## src/hw/rtl/hki_pkg.sv

```systemverilog
package hki_pkg;

  localparam int unsigned TBits = 16;
  localparam int unsigned MaxLanes = 4;
  localparam int unsigned WeightW = 19;

  localparam logic [1:0] KindScalar = 2'd0;
  localparam logic [1:0] KindVec3 = 2'd1;
  localparam logic [1:0] KindQuat = 2'd2;
  localparam logic [1:0] KindQuatAlt = 2'd3;

  typedef struct packed {
    logic signed [WeightW-1:0] h1;
    logic signed [WeightW-1:0] h2;
    logic signed [WeightW-1:0] h3;
    logic signed [WeightW-1:0] h4;
  } weights_t;

  typedef struct packed {
    logic flip;
    logic quat;
  } lane_ctrl_t;

  function automatic logic signed [63:0] rnd_shr(input logic signed [63:0] v,
                                                 input int unsigned s);
    logic signed [63:0] half;
    logic signed [63:0] r;
    half = 64'sd1 <<< (s - 1);
    if (v >= 0) begin
      r = (v + half) >>> s;
    end else begin
      r = -((-v + half) >>> s);
    end
    return r;
  endfunction

endpackage

```

## src/hw/rtl/hki_norm.sv

```systemverilog
module hki_norm #(
  parameter int unsigned COMP_WIDTH = 24,
  parameter int unsigned FRAC_BITS = 16
) (
  input  logic                         clk_i,
  input  logic                         rst_ni,
  input  logic                         start_i,
  input  logic [1:0]                   n_i,
  input  logic signed [COMP_WIDTH-1:0] v_i [hki_pkg::MaxLanes],
  output logic                         done_o,
  output logic signed [COMP_WIDTH-1:0] res_o [hki_pkg::MaxLanes]
);

  localparam int unsigned NumW = COMP_WIDTH + FRAC_BITS + 1;
  localparam int unsigned SqW = 2 * COMP_WIDTH + 2;
  localparam int unsigned RootW = COMP_WIDTH + 1;

  localparam logic [2:0] StIdle = 3'd0;
  localparam logic [2:0] StSq = 3'd1;
  localparam logic [2:0] StRoot = 3'd2;
  localparam logic [2:0] StDiv = 3'd3;
  localparam logic [2:0] StDone = 3'd4;

  logic [2:0] st_q, st_d;
  logic [1:0] lane_q;
  logic [SqW-1:0] rem_q;
  logic [SqW-1:0] root_q;
  logic [SqW-1:0] bit_q;
  logic [NumW-1:0] num_q;
  logic [NumW-1:0] quo_q;
  logic [NumW+RootW-1:0] dr_q;
  logic [6:0] cnt_q;
  logic signed [COMP_WIDTH-1:0] vals_q [hki_pkg::MaxLanes];
  logic [COMP_WIDTH:0] mag;
  logic [NumW+RootW-1:0] trial;

  assign mag = vals_q[lane_q][COMP_WIDTH-1] ? (COMP_WIDTH+1)'(-vals_q[lane_q])
                                              : (COMP_WIDTH+1)'(vals_q[lane_q]);
  assign trial = {dr_q[NumW+RootW-2:0], num_q[NumW-1]};
  assign done_o = (st_q == StDone);
  assign res_o = vals_q;

  always_comb begin
    st_d = st_q;
    unique case (st_q)
      StIdle: if (start_i) st_d = StSq;
      StDone: st_d = StIdle;
      default: st_d = st_q;
    endcase
  end

  always_ff @(posedge clk_i or negedge rst_ni) begin
    if (!rst_ni) begin
      st_q <= StIdle;
    end else begin
      unique case (st_q)
        StIdle: st_q <= st_d;
        StSq: if (lane_q == n_i) st_q <= StRoot;
        StRoot: if (bit_q == '0) st_q <= (root_q == '0) ? StDone : StDiv;
        StDiv: if (cnt_q == 7'd0 && lane_q == n_i) st_q <= StDone;
        default: st_q <= st_d;
      endcase
    end
  end

  always_ff @(posedge clk_i) begin
    unique case (st_q)
      StIdle: begin
        if (start_i) begin
          vals_q <= v_i;
          lane_q <= '0;
          rem_q <= '0;
          bit_q <= SqW'(1) << (SqW - 2);
        end
      end
      StSq: begin
        rem_q <= rem_q + SqW'(mag * mag);
        if (lane_q == n_i) begin
          root_q <= '0;
          lane_q <= '0;
        end else begin
          lane_q <= lane_q + 2'd1;
        end
      end
      StRoot: begin
        if (bit_q != '0) begin
          if (rem_q >= root_q + bit_q) begin
            rem_q <= rem_q - (root_q + bit_q);
            root_q <= (root_q >> 1) + bit_q;
          end else begin
            root_q <= root_q >> 1;
          end
          bit_q <= bit_q >> 2;
        end else begin
          num_q <= (NumW'(mag) << FRAC_BITS) + NumW'(root_q >> 1);
          dr_q <= '0;
          quo_q <= '0;
          cnt_q <= 7'(NumW - 1);
        end
      end
      StDiv: begin
        if (cnt_q == 7'd0) begin
          logic [NumW-1:0] q;
          logic signed [COMP_WIDTH-1:0] s;
          q = {quo_q[NumW-2:0], (trial >= (NumW+RootW)'(root_q))};
          if (q > NumW'((64'd1 << (COMP_WIDTH - 1)) - 64'd1)) begin
            s = vals_q[lane_q][COMP_WIDTH-1] ? {1'b1, {(COMP_WIDTH-1){1'b0}}}
                                             : {1'b0, {(COMP_WIDTH-1){1'b1}}};
          end else begin
            s = vals_q[lane_q][COMP_WIDTH-1] ? -$signed(COMP_WIDTH'(q))
                                             : $signed(COMP_WIDTH'(q));
          end
          vals_q[lane_q] <= s;
          lane_q <= lane_q + 2'd1;
          num_q <= (NumW'(vals_q[lane_q + 2'd1][COMP_WIDTH-1]
                   ? (COMP_WIDTH+1)'(-vals_q[lane_q + 2'd1])
                   : (COMP_WIDTH+1)'(vals_q[lane_q + 2'd1])) << FRAC_BITS)
                   + NumW'(root_q >> 1);
          dr_q <= '0;
          quo_q <= '0;
          cnt_q <= 7'(NumW - 1);
        end else begin
          if (trial >= (NumW+RootW)'(root_q)) begin
            dr_q <= trial - (NumW+RootW)'(root_q);
            quo_q <= {quo_q[NumW-2:0], 1'b1};
          end else begin
            dr_q <= trial;
            quo_q <= {quo_q[NumW-2:0], 1'b0};
          end
          num_q <= num_q << 1;
          cnt_q <= cnt_q - 7'd1;
        end
      end
      default: ;
    endcase
  end

endmodule
```

## config.mk

```make
export PLATFORM = sky130hd
export DESIGN_NAME = hki_norm
export DESIGN_NICKNAME = d
export VERILOG_FILES = /design/src/hw/rtl/hki_pkg.sv /design/src/hw/rtl/hki_norm.sv
export SDC_FILE = /design/constraint.sdc
export NUM_CORES = 2
export LEC_CHECK = 0
export BUFFER_PORTS_ARGS = -buffer_cell sky130_fd_sc_hd__buf_2
export CORE_MARGIN = 3
export CORE_UTILIZATION = 30
export CTS_BUF_LIST = sky130_fd_sc_hd__clkbuf_16
export DETAILED_ROUTE_END_ITERATION = 16
export PLACE_DENSITY_LB_ADDON = 0.2
export SYNTH_ARGS = -nofsm -noshare
export SYNTH_HDL_FRONTEND = slang
export SYNTH_SLANG_ARGS = --single-unit
```

## constraint.sdc

```tcl
create_clock -name clk_i -period 19.9 [get_ports clk_i]
set_input_delay 3.98 -clock clk_i [delete_from_list [all_inputs] [get_ports clk_i]]
set_output_delay 3.98 -clock clk_i [all_outputs]
set_load 0.01 [all_outputs]
```

# --- Yosys cells after proc, flatten, opt, wreduce, memory -nomap -nowiden ---
# Index checks and enable logic that the tools add are counted.
word_totals:
  mem_bits_rw: 0
  out_inout_bits: 97
  latchBits: 0
  reg_bits: 404
  mem_count: 0
  wordCells: 124
  in_bits: 101
  rom_bits: 0
classes:
  n_mux: 55
  multipliers: 1
  div: 0
  addsub: 12
  n_bitwise: 2
  n_lt_le_gt_ge: 6
  n_reduce_logical: 21
  n_eq_ne: 14
  n_shift: 0
op_table:
  columns: ["operator", "count"]
  rows:
  - ["2-to-1 mux 50 bit", 8]
  - ["2-to-1 mux 24 bit", 10]
  - ["one-hot mux 50 bit (2 select lines)", 2]
  - ["2-to-1 mux 65 bit", 3]
  - ["2-to-1 mux 96 bit", 2]
  - ["one-hot mux 96 bit (2 select lines)", 1]
  - ["one-hot mux 50 bit (3 select lines)", 1]
  - ["one-hot mux 65 bit (2 select lines)", 1]
  - ["adder 50 bit", 2]
  - ["zero test 50 bit", 2]
  - ["binary-select mux 24 bit (select 2 bit)", 2]
  - ["bitwise mux 96 bit", 1]
  - ["adder 41 bit", 2]
  - ["2-to-1 mux 41 bit", 2]
  - ["one-hot mux 41 bit (2 select lines)", 1]
  - ["2-to-1 mux 40 bit", 2]
  - ["one-hot mux 40 bit (2 select lines)", 1]
  - [">= comparator 66 x 50 -> 1 bit", 1]
  - ["subtractor 65 x 50 -> 65 bit", 1]
  - ["adder 49 x 50 -> 50 bit", 1]
  - [">= comparator 50 bit", 1]
  - ["multiplier 25 x 25 -> 50 bit", 1]
  - ["2-to-1 mux 25 bit", 2]
  - ["negation 24 -> 25 bit", 2]
  - ["34 further kinds", 59]

# --- Longest topological paths before layout ---
logic_depth:
  depth_word: 11
  ltp_mapped: 41
  ltp_nobuf: 40

# --- Worst setup path before layout ---
# No wires, ideal clock.
synth_path:
  kind: "reg-to-reg"
  start: "register lane_q[0]"
  end: "register rem_q[49], data pin"
  setup_ns: 0.274
  n_path_buf: 3
  t_arrival_ns: 9.136
  stages_incl_launch_ff: 33
  path_slack_ns: 10.490
  cell_sequence: "edfxtp_1 > buf_6 > mux4_2 > or3_1 > or3_1 > or2_1 > nor3b_4 > nand3b_1 > nor3_1 > nor2_1 > xor2_1 > buf_2 > nand2_1 > fa_1 > fa_1 > fa_1 > fa_1 > fa_1 > fa_1 > fa_1 > inv_1 > ha_1 > clkbuf_1 > and4_1 > o21ai_0 > a31o_2 > o221a_2 > o211ai_1 > o21ai_0 > o21ai_0 > a21oi_1 > mux2i_1 > o221ai_1"
synth_via:
  elab_chain_len: 9
synth_rtl:
  columns: ["item", "line_no", "text"]
  rows:
  - ["from (decl)", "hki_norm.sv:25", "logic [1:0] lane_q;"]
  - ["from (signal assigned)", "hki_norm.sv:82", "lane_q <= lane_q + 2'd1;"]
  - ["from (signal assigned)", "hki_norm.sv:114", "lane_q <= lane_q + 2'd1;"]
  - ["NOT 2 -> 3 bit (not written as such) (*)", "hki_norm.sv:37, hki_norm.sv:38", null]
  - ["binary-select mux 24 bit (select 2 bit) (*)", "hki_norm.sv:37, hki_norm.sv:38", null]
  - ["2-to-1 mux 24 bit (not written as such) (*) (2 in series)", "hki_norm.sv:37, hki_norm.sv:38", null]
  - ["negation 24 -> 25 bit", "hki_norm.sv:37", "assign mag = vals_q[lane_q][COMP_WIDTH-1] ? (COMP_WIDTH+1)'(-vals_q[lane_q])"]
  - ["2-to-1 mux 25 bit (*)", "hki_norm.sv:37", null]
  - ["multiplier 25 x 25 -> 50 bit (*)", "hki_norm.sv:77", "rem_q <= rem_q + SqW'(mag * mag);"]
  - ["adder 50 bit (*)", "hki_norm.sv:77", null]
  - ["one-hot mux 50 bit (3 select lines) (*)", "hki_norm.sv:67", "unique case (st_q)"]
  - ["to (signal assigned)", "hki_norm.sv:77", null]
  - ["to (signal assigned)", "hki_norm.sv:88", "rem_q <= rem_q - (root_q + bit_q);"]
  - ["to (decl)", "hki_norm.sv:26", "logic [SqW-1:0] rem_q;"]
# Mark *: on every way between the ends. The rest lies on a longest branch, timed or not. The select of a mux whose other input is x is not followed.
# A chain may end at the register's enable or synchronous reset.

# --- Worst setup path after layout ---
layout_path:
  start: "register lane_q[0]"
  end: "register rem_q[48], data pin"
# The elaborated chain is that of the path after synthesis.

==> summary.json <==
{
  "start_kind": "flop",
  "dieWidth_um": 405.9,
  "dp.cells": 7322,
  "tritoncts.num_buffers": 50,
  "postSynth.topFlopCell": "edfxtp_1",
  "timing.critical_path.max_delay_family": "adder cells",
  "crit_share_post_route_pct": 59.78,
  "yosys_warnings": 0,
  "final-max-slew-violation-count": 0,
  "maximum_operating_frequency_mhz": 84.07,
  "design.final.nets": 6313,
  "fillCellCount": 16500,
  "synth.ff_latch_count": 379,
  "synth_top_area_cell": "edfxtp_1",
  "synthTopCellsByArea": "edfxtp_1 24%, fa_1 22%, ha_1 10%",
  "cp_max_fo": 29,
  "grt_usage_pct": 20.29,
  "status": "completed",
  "post_cts.repair.setup_buffers": 0,
  "drtIter0Drc": 2931,
  "fp-row-count": 146,
  "clkSinkCount": 379,
  "critPathBufInv": 9,
  "setup-tns-final_ps": 0,
  "synth_edf_count": 376,
  "holdBufCountCts": 0,
  "crit_path_top_delay_cell": "xnor2_1",
  "cts_tree": "built",
  "arrival_ps": 12260,
  "routabilityCongestion": 0.9000,
  "syn_area_per_cell_sq_um": 9.325,
  "crit_path_kind": "flop to flop",
  "antenna_violating_nets_post_route": 0,
  "hold_violations": 0,
  "layoutNonFillerInstCount": 7416,
  "clkTransAtPathRegs_ps": 60,
  "hold_ws_ps": 527.1,
  "timing.max_slew.rel_slack_pct": 18.18,
  "clk_latency_ps": 650,
  "vias": 38930,
  "synthToLayoutAreaGrowth_pct": 10.96,
  "yosysUniqueCellTypes": 104,
  "timing.critical_path.mode_cell": "fa_1",
  "start_util_pct": 30.26,
  "final.setup_skew_ps": 26.18,
  "boundaryPins": 198,
  "max-clock-path-buffers": 3,
  "asyncSetResetFlopFracSynth_pct": 0.7916,
  "avgRoutedWirePerCell_um": 22.66,
  "setup-violations-final": 0,
  "holdCritPathClass": "flop to flop",
  "grt_max_degree": 86,
  "cts_root_buffer": "clkbuf_16",
  "cap_violations": 0,
  "cts_max_level": 2,
  "drt-pass1-iter-count": 5,
  "grt_first_pass_wirelength_um": 252500,
  "via_count_of_the_first_global_routing_pass": 39500,
  "synth_area_sq_um": 47970,
  "timing.critical_path.slowest_cell_delay_ps": 770,
  "wl_um": 168000,
  "critical_path_required_ps": 20270,
  "fp.coreArea_sq_um": 158600,
  "setup_slack_ps": 8005,
  "fin_crit_period_ps": 11900,
  "synth_largest_type_area_fraction_pct": 23.53,
  "remaining_drc_errors": 0,
  "antenna_found_initial": 5,
  "worst_slew_pin_slew_ps": 1223,
  "postSynthCellCount": 5145,
  "cts_repair_resize_count": 0,
  "via_per_inst": 5.249,
  "chipHeight_um": 405.9,
  "unrepaired_setup_endpoints_after_global_routing": "false",
  "dpl_worst_slack_ps": 8024,
  "timing.critical_path.to_type": "flop",
  "port_buffers": 197,
  "synth_seq_area_share_pct": 23.69,
  "layout-drive-gt1-share_pct": 8.875,
  "hpwl_reported_at_the_end_of_detailed_placement_um": 132600,
  "die_area_sq_um": 164800,
  "globalRoute.totalOverflow": 0
}
cell usage in the layout, fill, tap and decap left out, types with 118 or more instances in the layout:
master,count
ha_1,386
inv_1,646
edfxtp_1,376
xor2_1,118
nand2_1,532
buf_2,197
fa_1,524
a21oi_1,340
nor2_1,421
o21ai_0,233
xnor2_1,193
routing by layer:
layer,share of wire (%),global-route usage (%)
met4,2.7,4.915
met1,46,28.82
met3,4.8,2.125
met5,0.0065,0
met2,46,33.10
tightest hold or removal path, stage by stage, from the launching register on:
cell	delay, ps
edfxtp_1	320
nand2_1	40
o21ai_0	60
Yosys cell counts (11+ instances only):
cell type and count:
inv_1 639, nand2_1 534, fa_1 524, nor2_1 429
ha_1 386, edfxtp_1 376, a21oi_1 340, o21ai_0 234
xnor2_1 196, clkbuf_1 170, xor2_1 125, a21o_1 87
and3_1 87, a211oi_1 75, nor3_1 69, nand3_1 66
a31oi_1 62, nand4_1 57, mux4_2 46, o21bai_1 45
nor4_1 44, nand2b_1 42, o22ai_1 42, o21a_1 35
or3_1 34, and2_1 31, nor2b_1 29, a22o_1 24
o31ai_1 24, buf_2 19, buf_1 16, o211ai_1 15
or2_2 13, o21ai_1 12, a31o_2 11, o41ai_1 11
cells by family (layout without fill, tap and decap cells):
logic type | count (synthesis) | in the layout | share of synthesized area, %
DFF | 379 | 379 | 23.69
adders and majority gates | 910 | 910 | 31.93
xor gates and xnor gates | 325 | 325 | 5.996
buffers and inverters | 870 | 1012 | 6.966
and+or+nand+nor | 1480 | 1480 | 14.21
other | 2 | 59 | 0.01565
muxes | 54 | 54 | 2.334
AOI/OAI and AO/OA | 1125 | 1125 | 14.86
path summary, 6_finish.rpt:
kind                           start   endpoint  slack, ps  depth (start not counted)
min reg2reg                 num_q[1]   num_q[2]        530                          2
max reg2reg                lane_q[0]  rem_q[48]       8000                         36
max in group asynchronous     rst_ni    st_q[1]      16470                          1
min                         num_q[1]   num_q[2]        530                          2
min in group asynchronous     rst_ni    st_q[2]       3220                          1
max                        lane_q[0]  rem_q[48]       8000                         36
through the flow:
stage                     utilization (%)  cell area (sq um)
after floorplan                         -              48180
after global placement              32.52              51570
after detailed placement            32.52              51570
after CTS                           33.57              53220
after global routing                33.57              53230
final                               33.57              53230
sequential cells by signal (all words and copies together), names as in the netlist:
register / flops
num_q: 41
quo_q: 40
bit_q: 25
lane_q: 2
dr_q: 65
root_q: 50
rem_q: 50
res_o: 96
st_q: 3
cnt_q: 7
cell type report:
cell class / count / area, sq um / share of cell area (%)
inverters: 657 / 2467 / 4.635
clock buffers: 50 / 1251 / 2.351
well taps: 2072 / 2592 / 4.870
multi-input cells: 3950 / 33650 / 63.22
clock inverters: 41 / 404.1 / 0.7592
repair buffers: 264 / 1489 / 2.797
flip-flops and latches: 379 / 11370 / 21.35
diodes: 3 / 7.507 / 0.01410
Power is not shown: default switching activity piles up to over one toggle a cycle in this logic, so the estimate is an artifact.
